[config.mk]
export PLATFORM = sky130hd
export DESIGN_NAME = sahc_ctrl
export DESIGN_NICKNAME = d
export VERILOG_FILES = /design/src/rtl/sahc_pkg.sv /design/src/rtl/sahc_ctrl.sv
export SDC_FILE = /design/constraint.sdc
export NUM_CORES = 1
export LEC_CHECK = 0
export ABC_CLOCK_PERIOD_IN_PS = 2850
export BUFFER_PORTS_ARGS = -buffer_cell sky130_fd_sc_hd__buf_2
export CAP_MARGIN = 20
export CELL_PAD_IN_SITES_DETAIL_PLACEMENT = 1
export CELL_PAD_IN_SITES_GLOBAL_PLACEMENT = 1
export CORE_MARGIN = 2
export CORE_UTILIZATION = 34
export CTS_CLUSTER_SIZE = 14
export DETAILED_ROUTE_END_ITERATION = 8
export PLACE_DENSITY_LB_ADDON = 0.1
export SETUP_SLACK_MARGIN = 0.15
export SLEW_MARGIN = 20
export SYNTH_ARGS = -nofsm -noshare
export SYNTH_HDL_FRONTEND = slang
export SYNTH_SLANG_ARGS = --single-unit
[constraint.sdc]
create_clock -name i_clk -period 2.85 [get_ports i_clk]
set_input_delay 0.285 -clock i_clk [delete_from_list [all_inputs] [get_ports i_clk]]
set_output_delay 0.285 -clock i_clk [all_outputs]
set_load 0.005 [all_outputs]
[src/rtl/sahc_pkg.sv]
// Shared types and constants for the sorted address hit counter.
// No dependencies; imported by the datapath, controller, top module and testbench.
package sahc_pkg;

    localparam int CAPACITY    = 1024;
    localparam int IDX_W       = $clog2(CAPACITY);
    localparam int CNT_W       = $clog2(CAPACITY + 1);
    localparam int ADDR_W      = 32;
    localparam int HITS_W      = 32;
    localparam int ENTRIES_W   = 11;
    localparam int IN_TDATA_W  = 32;
    localparam int OUT_FIELD_W = 1 + HITS_W + ENTRIES_W + 1;
    localparam int OUT_TDATA_W = ((OUT_FIELD_W + 7) / 8) * 8;
    localparam int OUT_PAD_W   = OUT_TDATA_W - OUT_FIELD_W;

    localparam logic [HITS_W-1:0] HITS_MAX = '1;

    // op codes carried on s_axis_tuser
    localparam logic OP_COUNT  = 1'b0;
    localparam logic OP_LOOKUP = 1'b1;

    typedef struct packed {
        logic [HITS_W-1:0] hits;
        logic [ADDR_W-1:0] addr;
    } t_entry;

    localparam int ENTRY_W = $bits(t_entry);

    // controller -> datapath
    typedef struct packed {
        logic load;       // latch accepted item, open search window
        logic rd_mid;     // probe read at window midpoint
        logic narrow;     // compare probe, shrink window
        logic rd_lo;      // read final slot
        logic eval;       // decide result, write bumped count on a counting hit
        logic shift_top;  // read last valid entry, start move
        logic shift_mv;   // move one entry up, read next one down
        logic ins;        // write new entry, grow table
        logic res_load;   // load output register
    } t_cmd;

    // datapath -> controller
    typedef struct packed {
        logic lo_lt_hi;
        logic hit;
        logic lookup;
        logic full;
        logic lo_eq_cnt;
        logic ptr_eq_lo;
        logic out_free;
    } t_stat;

endpackage

[src/rtl/sahc_ctrl.sv]
// Controller state machine: sequences search, update, shift and insert steps.
// Depends on sahc_pkg.
module sahc_ctrl
    import sahc_pkg::*;
(
    input  logic  i_clk,
    input  logic  i_rst_n,
    input  logic  i_in_valid,
    output logic  o_in_ready,
    input  t_stat i_stat,
    output t_cmd  o_cmd
);

    typedef enum logic [6:0] {
        S_IDLE  = 7'b0000001,
        S_SRCH  = 7'b0000010,
        S_CMP   = 7'b0000100,
        S_HIT   = 7'b0001000,
        S_SHIFT = 7'b0010000,
        S_INS   = 7'b0100000,
        S_DONE  = 7'b1000000
    } t_state;

    t_state r_state;
    t_state n_state;

    always_comb begin
        n_state = r_state;
        o_cmd   = '0;
        unique case (r_state)
            S_IDLE: begin
                if (i_in_valid) begin
                    o_cmd.load = 1'b1;
                    n_state    = S_SRCH;
                end
            end
            S_SRCH: begin
                if (i_stat.lo_lt_hi) begin
                    o_cmd.rd_mid = 1'b1;
                    n_state      = S_CMP;
                end else begin
                    o_cmd.rd_lo = 1'b1;
                    n_state     = S_HIT;
                end
            end
            S_CMP: begin
                o_cmd.narrow = 1'b1;
                n_state      = S_SRCH;
            end
            S_HIT: begin
                o_cmd.eval = 1'b1;
                priority if (i_stat.hit || i_stat.lookup || i_stat.full) begin
                    n_state = S_DONE;
                end else if (i_stat.lo_eq_cnt) begin
                    n_state = S_INS;
                end else begin
                    o_cmd.shift_top = 1'b1;
                    n_state         = S_SHIFT;
                end
            end
            S_SHIFT: begin
                o_cmd.shift_mv = 1'b1;
                if (i_stat.ptr_eq_lo) begin
                    n_state = S_INS;
                end
            end
            S_INS: begin
                o_cmd.ins = 1'b1;
                n_state   = S_DONE;
            end
            S_DONE: begin
                if (i_stat.out_free) begin
                    o_cmd.res_load = 1'b1;
                    n_state        = S_IDLE;
                end
            end
            default: begin
                n_state = S_IDLE;
            end
        endcase
    end

    always_ff @(posedge i_clk) begin
        if (!i_rst_n) begin
            r_state <= S_IDLE;
        end else begin
            r_state <= n_state;
        end
    end

    assign o_in_ready = (r_state == S_IDLE);

endmodule

# --- Word level (Yosys, flattened, before mapping) ---
# Index checks and enable logic that the tools add are counted.
totals:
  inputBits: 10
  out_inout_bits: 10
  reg_bits: 7
  wordCells: 35
op_classes:
  muxes: 21
  eq_ne: 10
  n_reduce_logical: 3
op_table:
  columns: ["op", "count"]
  rows:
  - ["$pmux 7 s7", 1]
  - ["$mux 7", 4]
  - ["$mux 1", 13]
  - ["$eq 7x1->1 const B", 1]
  - ["$eq 7x2->1 const B", 1]
  - ["$eq 7x3->1 const B", 1]
  - ["$eq 7x4->1 const B", 1]
  - ["$eq 7x5->1 const B", 1]
  - ["$eq 7x6->1 const B", 1]
  - ["$eq 7x7->1 const B", 1]
  - ["$mux 6", 1]
  - ["$ne 2x2->1 const B", 3]
  - ["$mux 4", 1]
  - ["$reduce_and 3->1", 1]
  - ["$logic_or 1x1->1", 2]
  - ["$mux 2", 1]

# --- Depth between registers and ports, before layout ---
# Gate-level depths: netlist (run 1).
depth:
  ltp_word: 4
  mapped_depth: 6

# --- Worst setup path before layout (run 1) ---
# Ideal clock, no wire load.
synth_timing:
  path_kind: "reg2out"
  from: "reg r_state[4]"
  to: "out o_cmd[5] (netlist name)"
  arrival_time_ps: 1627
  stages_incl_launch_ff: 6
  required_time_ps: 2565
  path_slack_ps: 938
  path_cell_list: "dfxtp_1 buf_6 or4_4 buf_6 or4b_4 nor2_1"
synth_lines:
  columns: ["item", "line", "rtl"]
  rows:
  - ["start, declared", "sahc_ctrl.sv:24", "t_state r_state;"]
  - ["start signal, assigned", "sahc_ctrl.sv:87", "r_state <= n_state;"]
  - ["end, declared", "sahc_ctrl.sv:11", "output t_cmd o_cmd"]

==> run_results.csv, run 1 <==
group,metric,value,unit
timing,hold_viol_final,0,
power_and_ir_drop,p_seq_share,42.7,%
setup_path,path_cells,"or4_4 -> or4b_4 -> nor2_1 -> buf_2",
timing,timing.fmax,450,MHz
power_and_ir_drop,swShare,30.8,%
die,rows,13,
logic_synthesis,synth_area_leaders,"dfxtp_1, nor4_1, buf_6",
setup_path,crit_arrival,1940,ps
timing,fin_setup_tns,0,ps
finish,areaGrowthSynthToFinish,21.9,%
clock_network,htreeDepth,1,
timing,clock_skew,4.85,ps
routing,first_pass_iters,4,
setup_path,critPathKind,"reg -> out",
setup_path,worst_ep_required_time,2570,ps
timing,fin_crit,2220,ps
die,coreArea,0.00132,mm^2
logic_synthesis,yosysWarnings,0,
routing,drtAntennaViolNets,0,
setup_path,r2r_start,"r_state[4]",
finish,final_nets,87,
min_path,hold_depth,2,
place,gp_congestion,0.703,
logic_synthesis,ys_seq_area_share,28.8,%
clock_network,cts_num_sinks,7,
global_routing,globalRouteOverflowTotal,0,
timing,tightest_slew,392,ps
routing,via_per_inst,5.45,
routing,avgRoutedWirePerCell,13.1,um
die,die_x,41.8,um
global_routing,grt_usage,15.8,%
logic_synthesis,synth_commonest_cells,"dfxtp_1, nor2_1, nand2_1, nor4_1",
die,num_io_pins,20,
setup_path,startpoint_type,"flip-flop",
finish,largest_register,"r_state",
global_routing,grt_pass1_wl,2.05,mm
place,dp.cells,87,
logic_synthesis,synth.most_common_cell,"dfxtp_1",
place,io_buffers,19,
logic_synthesis,async_reset_ff_share,0,%
clock_network,cts_tree,"yes",
finish,largest_register_ffs,7,
power_and_ir_drop,p_leak,0.265,nW
clock_network,cts_buffers,3,
setup_path,path_delay_family,"simple AND/OR/NAND/NOR gates",
power_and_ir_drop,power,0.000281,W
clock_network,cts.repair.resized,0,
global_routing,antenna_found_initial,0,
timing,post-route-period-util,78.0,%
routing,wl,1.19,mm
die,die_area,0.00175,mm^2
routing,drt_iter0_markers,4,
logic_synthesis,synth_edf_count,0,
setup_path,crit_buf_inv,1,
min_path,min_from,"i_stat[6]",
timing,setup_viol,0,
power_and_ir_drop,power_density,474,mW/mm^2
power_and_ir_drop,power_frac_comb,24.6,%
logic_synthesis,synth-seq-cells,7,
logic_synthesis,synth_area_leader_cell,"dfxtp_1",
setup_path,max_stage_delay,560,ps
finish,n_antenna_cell,0,
setup_path,cp_num_cells,4,
logic_synthesis,synth_fp_nets,68,
min_path,hold_path_class,"in -> reg",
run_status,status,"finished clean",
logic_synthesis,netlist_area,487,um^2
setup_path,cp-end-kind,"output pin",
timing,rsz0062_at_grt,"no",
logic_synthesis,avgSynthCellArea,8.39,um^2
setup_path,critPathLaunch,"r_state[4]",
power_and_ir_drop,p_switching,0.0000864,W
finish,stdcell_count,91,
die,dieHeight,41.8,um
job,drv_cap,0,
timing,finalMaxSlewViolations,0,
clock_network,cts_hold_buf,0,
finish,drive_gt1_share,35.5,%
global_routing,grt_pass1_vias,466,
timing,relSlewSlack,73.6,%
logic_synthesis,syn_inst,58,
clock_network,clock_latency,250,ps
logic_synthesis,synth_top_flop_cell,"dfxtp_1",
power_and_ir_drop,peakVddDrop,0.229,mV
setup_path,path_max_fanout,10,
place,dp_hpwl,966,um
power_and_ir_drop,intPower,0.000194,W
logic_synthesis,yosysTopAreaCellShare,28.8,%
finish,fill_cells,182,
finish,reg_top3,"r_state (7)",
timing,timing.hold.ws,228,ps
routing,drc,0,
clock_network,clockBufferDepth,2,
setup_path,reg2reg_depth,4,
clock_network,cts.clk_slew.worst_paths,60,ps
clock_network,postCtsSetupBuffers,0,
die,start_util,36.9,%
global_routing,grt_start_max_net_pins,11,
routing,vias,496,
power_and_ir_drop,clock_power_share,32.7,%
clock_network,cts_root_buffer,"clkbuf_4",
logic_synthesis,synth_cell_type_count,31,
setup_path,slowest_stage,"or4_4",
==> power by group through the flow <==
stage / registers (W) / clock network, W / logic [W]
3_5_place_dp: 0.000122 / 0 / 0.0000704
3_3_place_gp: 0.000122 / 0 / 0.0000692
2_1_floorplan: 0.000108 / 0 / 0.0000593
6_report: 0.000120 / 0.0000918 / 0.0000692
4_1_cts: 0.000120 / 0.0000960 / 0.0000707
5_1_grt: 0.000122 / 0.000102 / 0.0000787
==> metrics by stage <==
stage          worst slack [ps]  area, um^2  utilization, %
2_1_floorplan               938         487               -
3_3_place_gp                912         567            43.0
3_5_place_dp                895         567            43.0
4_1_cts                     617         593            45.0
5_1_grt                     505         593            45.0
6_report                    628         593            45.0
==> cell usage in the layout, fill, tap and decap left out, drive strengths merged <==
master | netlist | layout
inv | 3 | 3
or4b | 3 | 3
or3 | 2 | 2
nor4b | 2 | 2
xor2 | 1 | 1
xnor2 | 1 | 1
o21a | 2 | 2
and4b | 1 | 1
a21oi | 1 | 1
and3 | 1 | 1
nand2b | 1 | 1
o41ai | 1 | 1
nor4 | 4 | 4
nand2 | 4 | 4
nand3 | 1 | 1
a41o | 1 | 1
or2 | 1 | 1
nor3 | 4 | 4
clkbuf | 3 | 4
or4 | 2 | 2
a221oi | 1 | 1
and2 | 1 | 1
nor3b | 1 | 1
o311ai | 1 | 1
nor2 | 5 | 5
dfxtp | 7 | 7
buf | 2 | 19
a31oi | 1 | 1
==> per-layer routing <==
layer,part of all wire (%),routed length [um],track usage (%),vias to the layer above
met3,5.8,69,2.61,4
met4,3.7,44,13.5,0
met2,43,509,22.8,17
li1,-,-,-,255
met1,48,569,20.1,220
met5,0,0,0,-
==> final cells by class <==
| cell class | count | area (um^2) | area share, % |
|---|---|---|---|
| Multi-Input combinational cell | 43 | 302 | 50.8 |
| Sequential cell | 7 | 140 | 23.6 |
| Timing Repair Buffer | 19 | 95.1 | 16.0 |
| Clock buffer | 4 | 26.3 | 4.43 |
| Tap cell | 15 | 18.8 | 3.16 |
| Inverter | 3 | 11.3 | 1.90 |
==> final timing paths <==
| check | to | slack, ps |
|---|---|---|
| max reg2reg | r_state[5] | 1070 |
| min | r_state[3] | 230 |
| max | o_cmd[5] | 630 |
| min reg2reg | r_state[6] | 710 |
==> kinds of logic after synthesis <==
kind of cell	count (synthesis)	share of synthesized area (%)
flops	7	28.8
simple gates	33	44.0
compound gates	8	14.4
buf+inv	8	9.25
xor+xnor	2	3.60
No activity file was read; power rests on OpenSTA's default activity.
==> run 2, diff against run 1 <==
--- a/config.mk
+++ b/config.mk
@@ -5,13 +5,13 @@
 export SDC_FILE = /design/constraint.sdc
 export NUM_CORES = 1
 export LEC_CHECK = 0
-export ABC_CLOCK_PERIOD_IN_PS = 2850
+export ABC_CLOCK_PERIOD_IN_PS = 2050
 export BUFFER_PORTS_ARGS = -buffer_cell sky130_fd_sc_hd__buf_2
 export CAP_MARGIN = 20
 export CELL_PAD_IN_SITES_DETAIL_PLACEMENT = 1
 export CELL_PAD_IN_SITES_GLOBAL_PLACEMENT = 1
 export CORE_MARGIN = 2
-export CORE_UTILIZATION = 34
+export CORE_UTILIZATION = 31
 export CTS_CLUSTER_SIZE = 14
 export DETAILED_ROUTE_END_ITERATION = 8
 export PLACE_DENSITY_LB_ADDON = 0.1
==> constraint.sdc (replaced) <==
create_clock -name i_clk -period 2.05 [get_ports i_clk]
set_input_delay 0.205 -clock i_clk [delete_from_list [all_inputs] [get_ports i_clk]]
set_output_delay 0.205 -clock i_clk [all_outputs]
set_load 0.005 [all_outputs]
==> run_results.csv, run 2 (synthesized netlist as in run 1, its figures left out) <==
group,metric,value,unit
run_status,status,"finished with violations",
run_status,violations,"setup timing",
global_routing,grt_pass1_wl,2.04,mm
timing,setup_ws,-4.57,ps
setup_path,path_delay_family,"simple AND/OR/NAND/NOR gates",
power_and_ir_drop,clock_power_share,30.6,%
setup_path,slowest_stage,"or4_4",
routing,first_pass_iters,4,
setup_path,critPathKind,"reg -> out",
routing,drt_iter0_markers,7,
finish,largest_register_ffs,7,
finish,largest_register,"r_state",
timing,finalMaxSlewViolations,0,
clock_network,cts_num_sinks,7,
finish,layout_commonest_cell,"buf_2",
finish,fill_cells,197,
job,drv_cap,0,
routing,drtAntennaViolNets,0,
routing,avgRoutedWirePerCell,12.7,um
timing,hold_viol_final,0,
die,num_io_pins,20,
die,dieHeight,43.6,um
die,coreArea,0.00149,mm^2
finish,areaGrowthSynthToFinish,38.6,%
timing,tightest_slew,385,ps
routing,drc,0,
clock_network,clock_latency,250,ps
power_and_ir_drop,p_leak,0.295,nW
setup_path,startpoint_type,"flip-flop",
timing,post-route-period-util,100,%
place,dpl_worst_slack,185,ps
finish,n_antenna_cell,0,
setup_path,crit_buf_inv,1,
routing,vias,538,
clock_network,cts.clk_slew.worst_paths,50,ps
timing,clock_skew,2.26,ps
power_and_ir_drop,p_seq_share,42.3,%
setup_path,crit_arrival,1850,ps
setup_path,cp-end-kind,"output pin",
place,io_buffers,19,
finish,reg_top3,"r_state (7)",
setup_path,path_cells,"or4_4 -> or4b_4 -> nor2_2 -> buf_2",
clock_network,cts_buffers,3,
setup_path,path_max_fanout,5,
clock_network,cts_hold_buf,0,
timing,relSlewSlack,74.0,%
timing,timing.fmax,487,MHz
clock_network,clockBufferDepth,2,
timing,setup_viol,1,
finish,drive_gt1_share,50.6,%
power_and_ir_drop,power_density,613,mW/mm^2
timing,fin_crit,2050,ps
power_and_ir_drop,swShare,31.2,%
power_and_ir_drop,peakVddDrop,0.402,mV
finish,final_nets,92,
power_and_ir_drop,intPower,0.000284,W
place,gp_congestion,0.765,
die,die_area,0.00190,mm^2
min_path,hold_path_class,"in -> reg",
setup_path,worst_ep_required_time,1850,ps
clock_network,cts_tree,"yes",
timing,rsz0062_at_grt,"yes",
clock_network,htreeDepth,1,
power_and_ir_drop,power,0.000413,W
global_routing,grt_pass1_vias,490,
setup_path,max_stage_delay,540,ps
global_routing,grt_start_max_net_pins,11,
clock_network,cts_root_buffer,"clkbuf_4",
place,dp_hpwl,950,um
power_and_ir_drop,p_switching,0.000129,W
global_routing,antenna_found_initial,0,
die,rows,14,
global_routing,grt_usage,14.2,%
power_and_ir_drop,power_frac_comb,27.1,%
die,die_x,43.6,um
routing,wl,1.23,mm
finish,final_cell_mix,"buf_2, buf_4",
routing,via_per_inst,5.55,
die,start_util,32.7,%
global_routing,globalRouteOverflowTotal,0,
## run 2: final timing paths
kind	startpoint	to	slack [ps]	cells past startpoint
worst max-delay path	r_state[3]	o_cmd[5]	-5	4
worst min-delay path	i_stat[6]	r_state[3]	150	2
worst max register to register	r_state[3]	r_state[0]	270	4
worst min register to register	r_state[3]	r_state[6]	620	3
## run 2: metrics by stage
step | cell area, um^2 | utilization, % | cells | TNS (ps) | hold WS, ps
2_1_floorplan | 487 | - | 58 | 0 | 275
3_3_place_gp | 583 | 39.2 | 90 | 0 | 410
3_5_place_dp | 583 | 39.2 | 90 | 0 | 404
4_1_cts | 643 | 43.2 | 96 | -20.9 | 129
5_1_grt | 674 | 45.3 | 97 | -86.4 | 151
6_report | 674 | 45.3 | 97 | -4.57 | 146
## run 2: final cells by class
class / instances / area (um^2) / area share [%]
Multi-Input combinational cell: 43 / 340 / 50.5
Sequential cell: 7 / 144 / 21.3
Timing Repair Buffer: 24 / 133 / 19.7
Clock buffer: 4 / 26.3 / 3.90
Tap cell: 16 / 20.0 / 2.97
Inverter: 3 / 11.3 / 1.67
## run 2: worst register-to-register path, stage by stage, from the launching register on
cell and delay, ps:
dfxtp_2 340, or4_4 540, buf_4 180, or3_1 370, a41o_1 240
## run 2: layer usage
metal | track usage, % | vias up | part of all wire [%]
met5 | 0 | - | 0
met4 | 7.27 | 0 | 1.6
met3 | 2.92 | 2 | 7.8
met2 | 22.1 | 21 | 47
met1 | 18.6 | 246 | 43
li1 | - | 269 | -
## run 2: timing repair
item,in CTS,in global routing
endpoints found under the setup margin,3,7
pin swaps,2,1
buffers inserted,2,1
gates resized for setup,4,6
## run 2: power groups by stage
| stage | clock network (W) | logic, W | registers [W] |
|---|---|---|---|
| 4_1_cts | 0.000132 | 0.000106 | 0.000171 |
| 3_3_place_gp | 0 | 0.000101 | 0.000169 |
| 5_1_grt | 0.000142 | 0.000124 | 0.000178 |
| 2_1_floorplan | 0 | 0.0000824 | 0.000150 |
| 6_report | 0.000126 | 0.000112 | 0.000175 |
| 3_5_place_dp | 0 | 0.000100 | 0.000171 |
==> run 3, diff against run 2 <==
--- a/config.mk
+++ b/config.mk
@@ -6,14 +6,14 @@
 export NUM_CORES = 1
 export LEC_CHECK = 0
 export ABC_CLOCK_PERIOD_IN_PS = 2050
-export BUFFER_PORTS_ARGS = -buffer_cell sky130_fd_sc_hd__buf_2
 export CAP_MARGIN = 20
 export CELL_PAD_IN_SITES_DETAIL_PLACEMENT = 1
 export CELL_PAD_IN_SITES_GLOBAL_PLACEMENT = 1
-export CORE_MARGIN = 2
-export CORE_UTILIZATION = 31
+export CORE_AREA = 2 2 39 41
 export CTS_CLUSTER_SIZE = 14
 export DETAILED_ROUTE_END_ITERATION = 8
+export DIE_AREA = 0 0 41 43
+export DONT_BUFFER_PORTS = 1
 export PLACE_DENSITY_LB_ADDON = 0.1
 export SETUP_SLACK_MARGIN = 0.15
 export SLEW_MARGIN = 20
==> run_results.csv, run 3 (synthesized netlist as in run 1, its figures left out) <==
group,metric,value,unit
run_status,status,"finished clean",
min_path,min_to,"r_state[3]",
setup_path,r2r-end,"r_state[3]",
global_routing,grt_busiest_layer,"met2",
clock_network,clockBufferDepth,2,
die,start_util,35.2,%
die,die_area,0.00176,mm^2
global_routing,grt_pass1_vias,477,
setup_path,reg2reg_depth,4,
finish,n_antenna_cell,0,
timing,timing.fmax,503,MHz
setup_path,crit_arrival,1780,ps
timing,setup_viol,0,
timing,fin_crit,1990,ps
place,dp_hpwl,975,um
global_routing,met2_usage,26.6,%
timing,clock_skew,3.91,ps
setup_path,startpoint_type,"flip-flop",
timing,timing.hold.ws,18.0,ps
global_routing,grt_pass1_wl,2.09,mm
power_and_ir_drop,peakVddDrop,0.248,mV
place,dpl_worst_slack,248,ps
finish,largest_register_ffs,7,
setup_path,path_max_fanout,5,
routing,drt_iter0_markers,6,
timing,tightest_slew,408,ps
job,drv_cap,0,
min_path,hold_depth,1,
setup_path,cp-end-kind,"output pin",
finish,fill_cells,171,
finish,areaGrowthSynthToFinish,18.8,%
timing,finalMaxSlewViolations,0,
timing,rsz0062_at_grt,"yes",
die,coreArea,0.00138,mm^2
routing,drc,0,
global_routing,grt_usage,17.9,%
global_routing,grt_use_met3,2.62,%
global_routing,grtUsageMet1,22.7,%
power_and_ir_drop,p_leak,0.211,nW
clock_network,htreeDepth,1,
min_path,min_from,"i_stat[6]",
power_and_ir_drop,power,0.000380,W
global_routing,globalRouteOverflowTotal,0,
timing,setup_ws,62.7,ps
clock_network,cts_hold_buf,0,
timing,relSlewSlack,72.6,%
die,dieHeight,43,um
finish,reg_top3,"r_state (7)",
setup_path,reg2reg_slack,260,ps
routing,drtAntennaViolNets,0,
clock_network,clock_latency,250,ps
clock_network,cts_root_buffer,"clkbuf_4",
timing,post-route-period-util,96.9,%
routing,via_per_inst,5.84,
timing,fin_setup_tns,0,ps
power_and_ir_drop,power_density,658,mW/mm^2
global_routing,antenna_found_initial,0,
setup_path,critPathKind,"reg -> out",
setup_path,worst_ep_required_time,1850,ps
die,num_io_pins,20,
clock_network,cts.clk_slew.worst_paths,50,ps
finish,seqCellArea,144,um^2
finish,final_cell_mix,"buf_4, dfxtp_1, nor4_1, nor2_1, nand2_1",
global_routing,grt_start_max_net_pins,11,
die,rows,14,
timing,hold_viol_final,0,
routing,wl,1.27,mm
routing,first_pass_iters,4,
setup_path,r2r_start,"r_state[6]",
clock_network,cts_tree,"yes",
finish,largest_register,"r_state",
clock_network,cts_buffers,3,
min_path,hold_path_class,"in -> reg",
place,gp_congestion,0.701,
routing,avgRoutedWirePerCell,16.0,um
finish,multi_input_area,332,um^2
place,io_buffers,0,
finish,drive_gt1_share,31.7,%
finish,final_nets,74,
clock_network,cts_num_sinks,7,
die,die_x,41,um
routing,vias,461,
run 3: cell count changes in the layout (fill, tap and decap cells not counted), sizes merged:
cell  delta
buf     -18
run 3: how the worst max path moves through the flow:
stage	cells after the start	end	slack [ps]	startpoint
after floorplan	5	o_cmd[5]	220	r_state[4]
after global placement	3	o_cmd[5]	270	r_state[3]
after detailed placement	3	o_cmd[5]	250	r_state[3]
after CTS	3	o_cmd[5]	50	r_state[6]
after global routing	3	o_cmd[5]	7	r_state[6]
final	3	o_cmd[5]	60	r_state[6]
run 3: critical path, stage by stage (launching register included):
cell and delay [ps]:
dfxtp_4 350, or4_4 550, or4b_4 540, nor2_4 100
run 3: through the flow:
| stage | area (um^2) | cells | util [%] |
|---|---|---|---|
| after detailed placement | 488 | 71 | 35.3 |
| final | 578 | 79 | 41.8 |
| after floorplan | 487 | 58 | - |
| after CTS | 538 | 77 | 38.9 |
| after global placement | 488 | 71 | 35.3 |
| after global routing | 578 | 79 | 41.8 |
run 3: layout make-up:
type / count / share of cell area (%)
sequential: 7 / 24.9
tap: 16 / 3.46
timing repair buffer: 6 / 7.79
inverter: 3 / 1.95
clock buffer: 4 / 4.55
multi-input combinational: 43 / 57.4
run 3: power breakdown:
part	internal, W	switching (W)	total, W
Sequential	0.000145	0.0000241	0.000169
Combinational	0.0000455	0.0000436	0.0000891
Clock	0.0000741	0.0000482	0.000122
run 3: per-layer routing:
layer	share of wire [%]	wire (um)
met5	0	0
met1	43	549
met2	51	640
met3	5.1	65
met4	0.79	10
run 3: what timing repair did:
action,in CTS,in global routing
buffers inserted,2,2
endpoints found under the setup margin,2,5
pin swaps,1,0
gates resized for setup,3,5
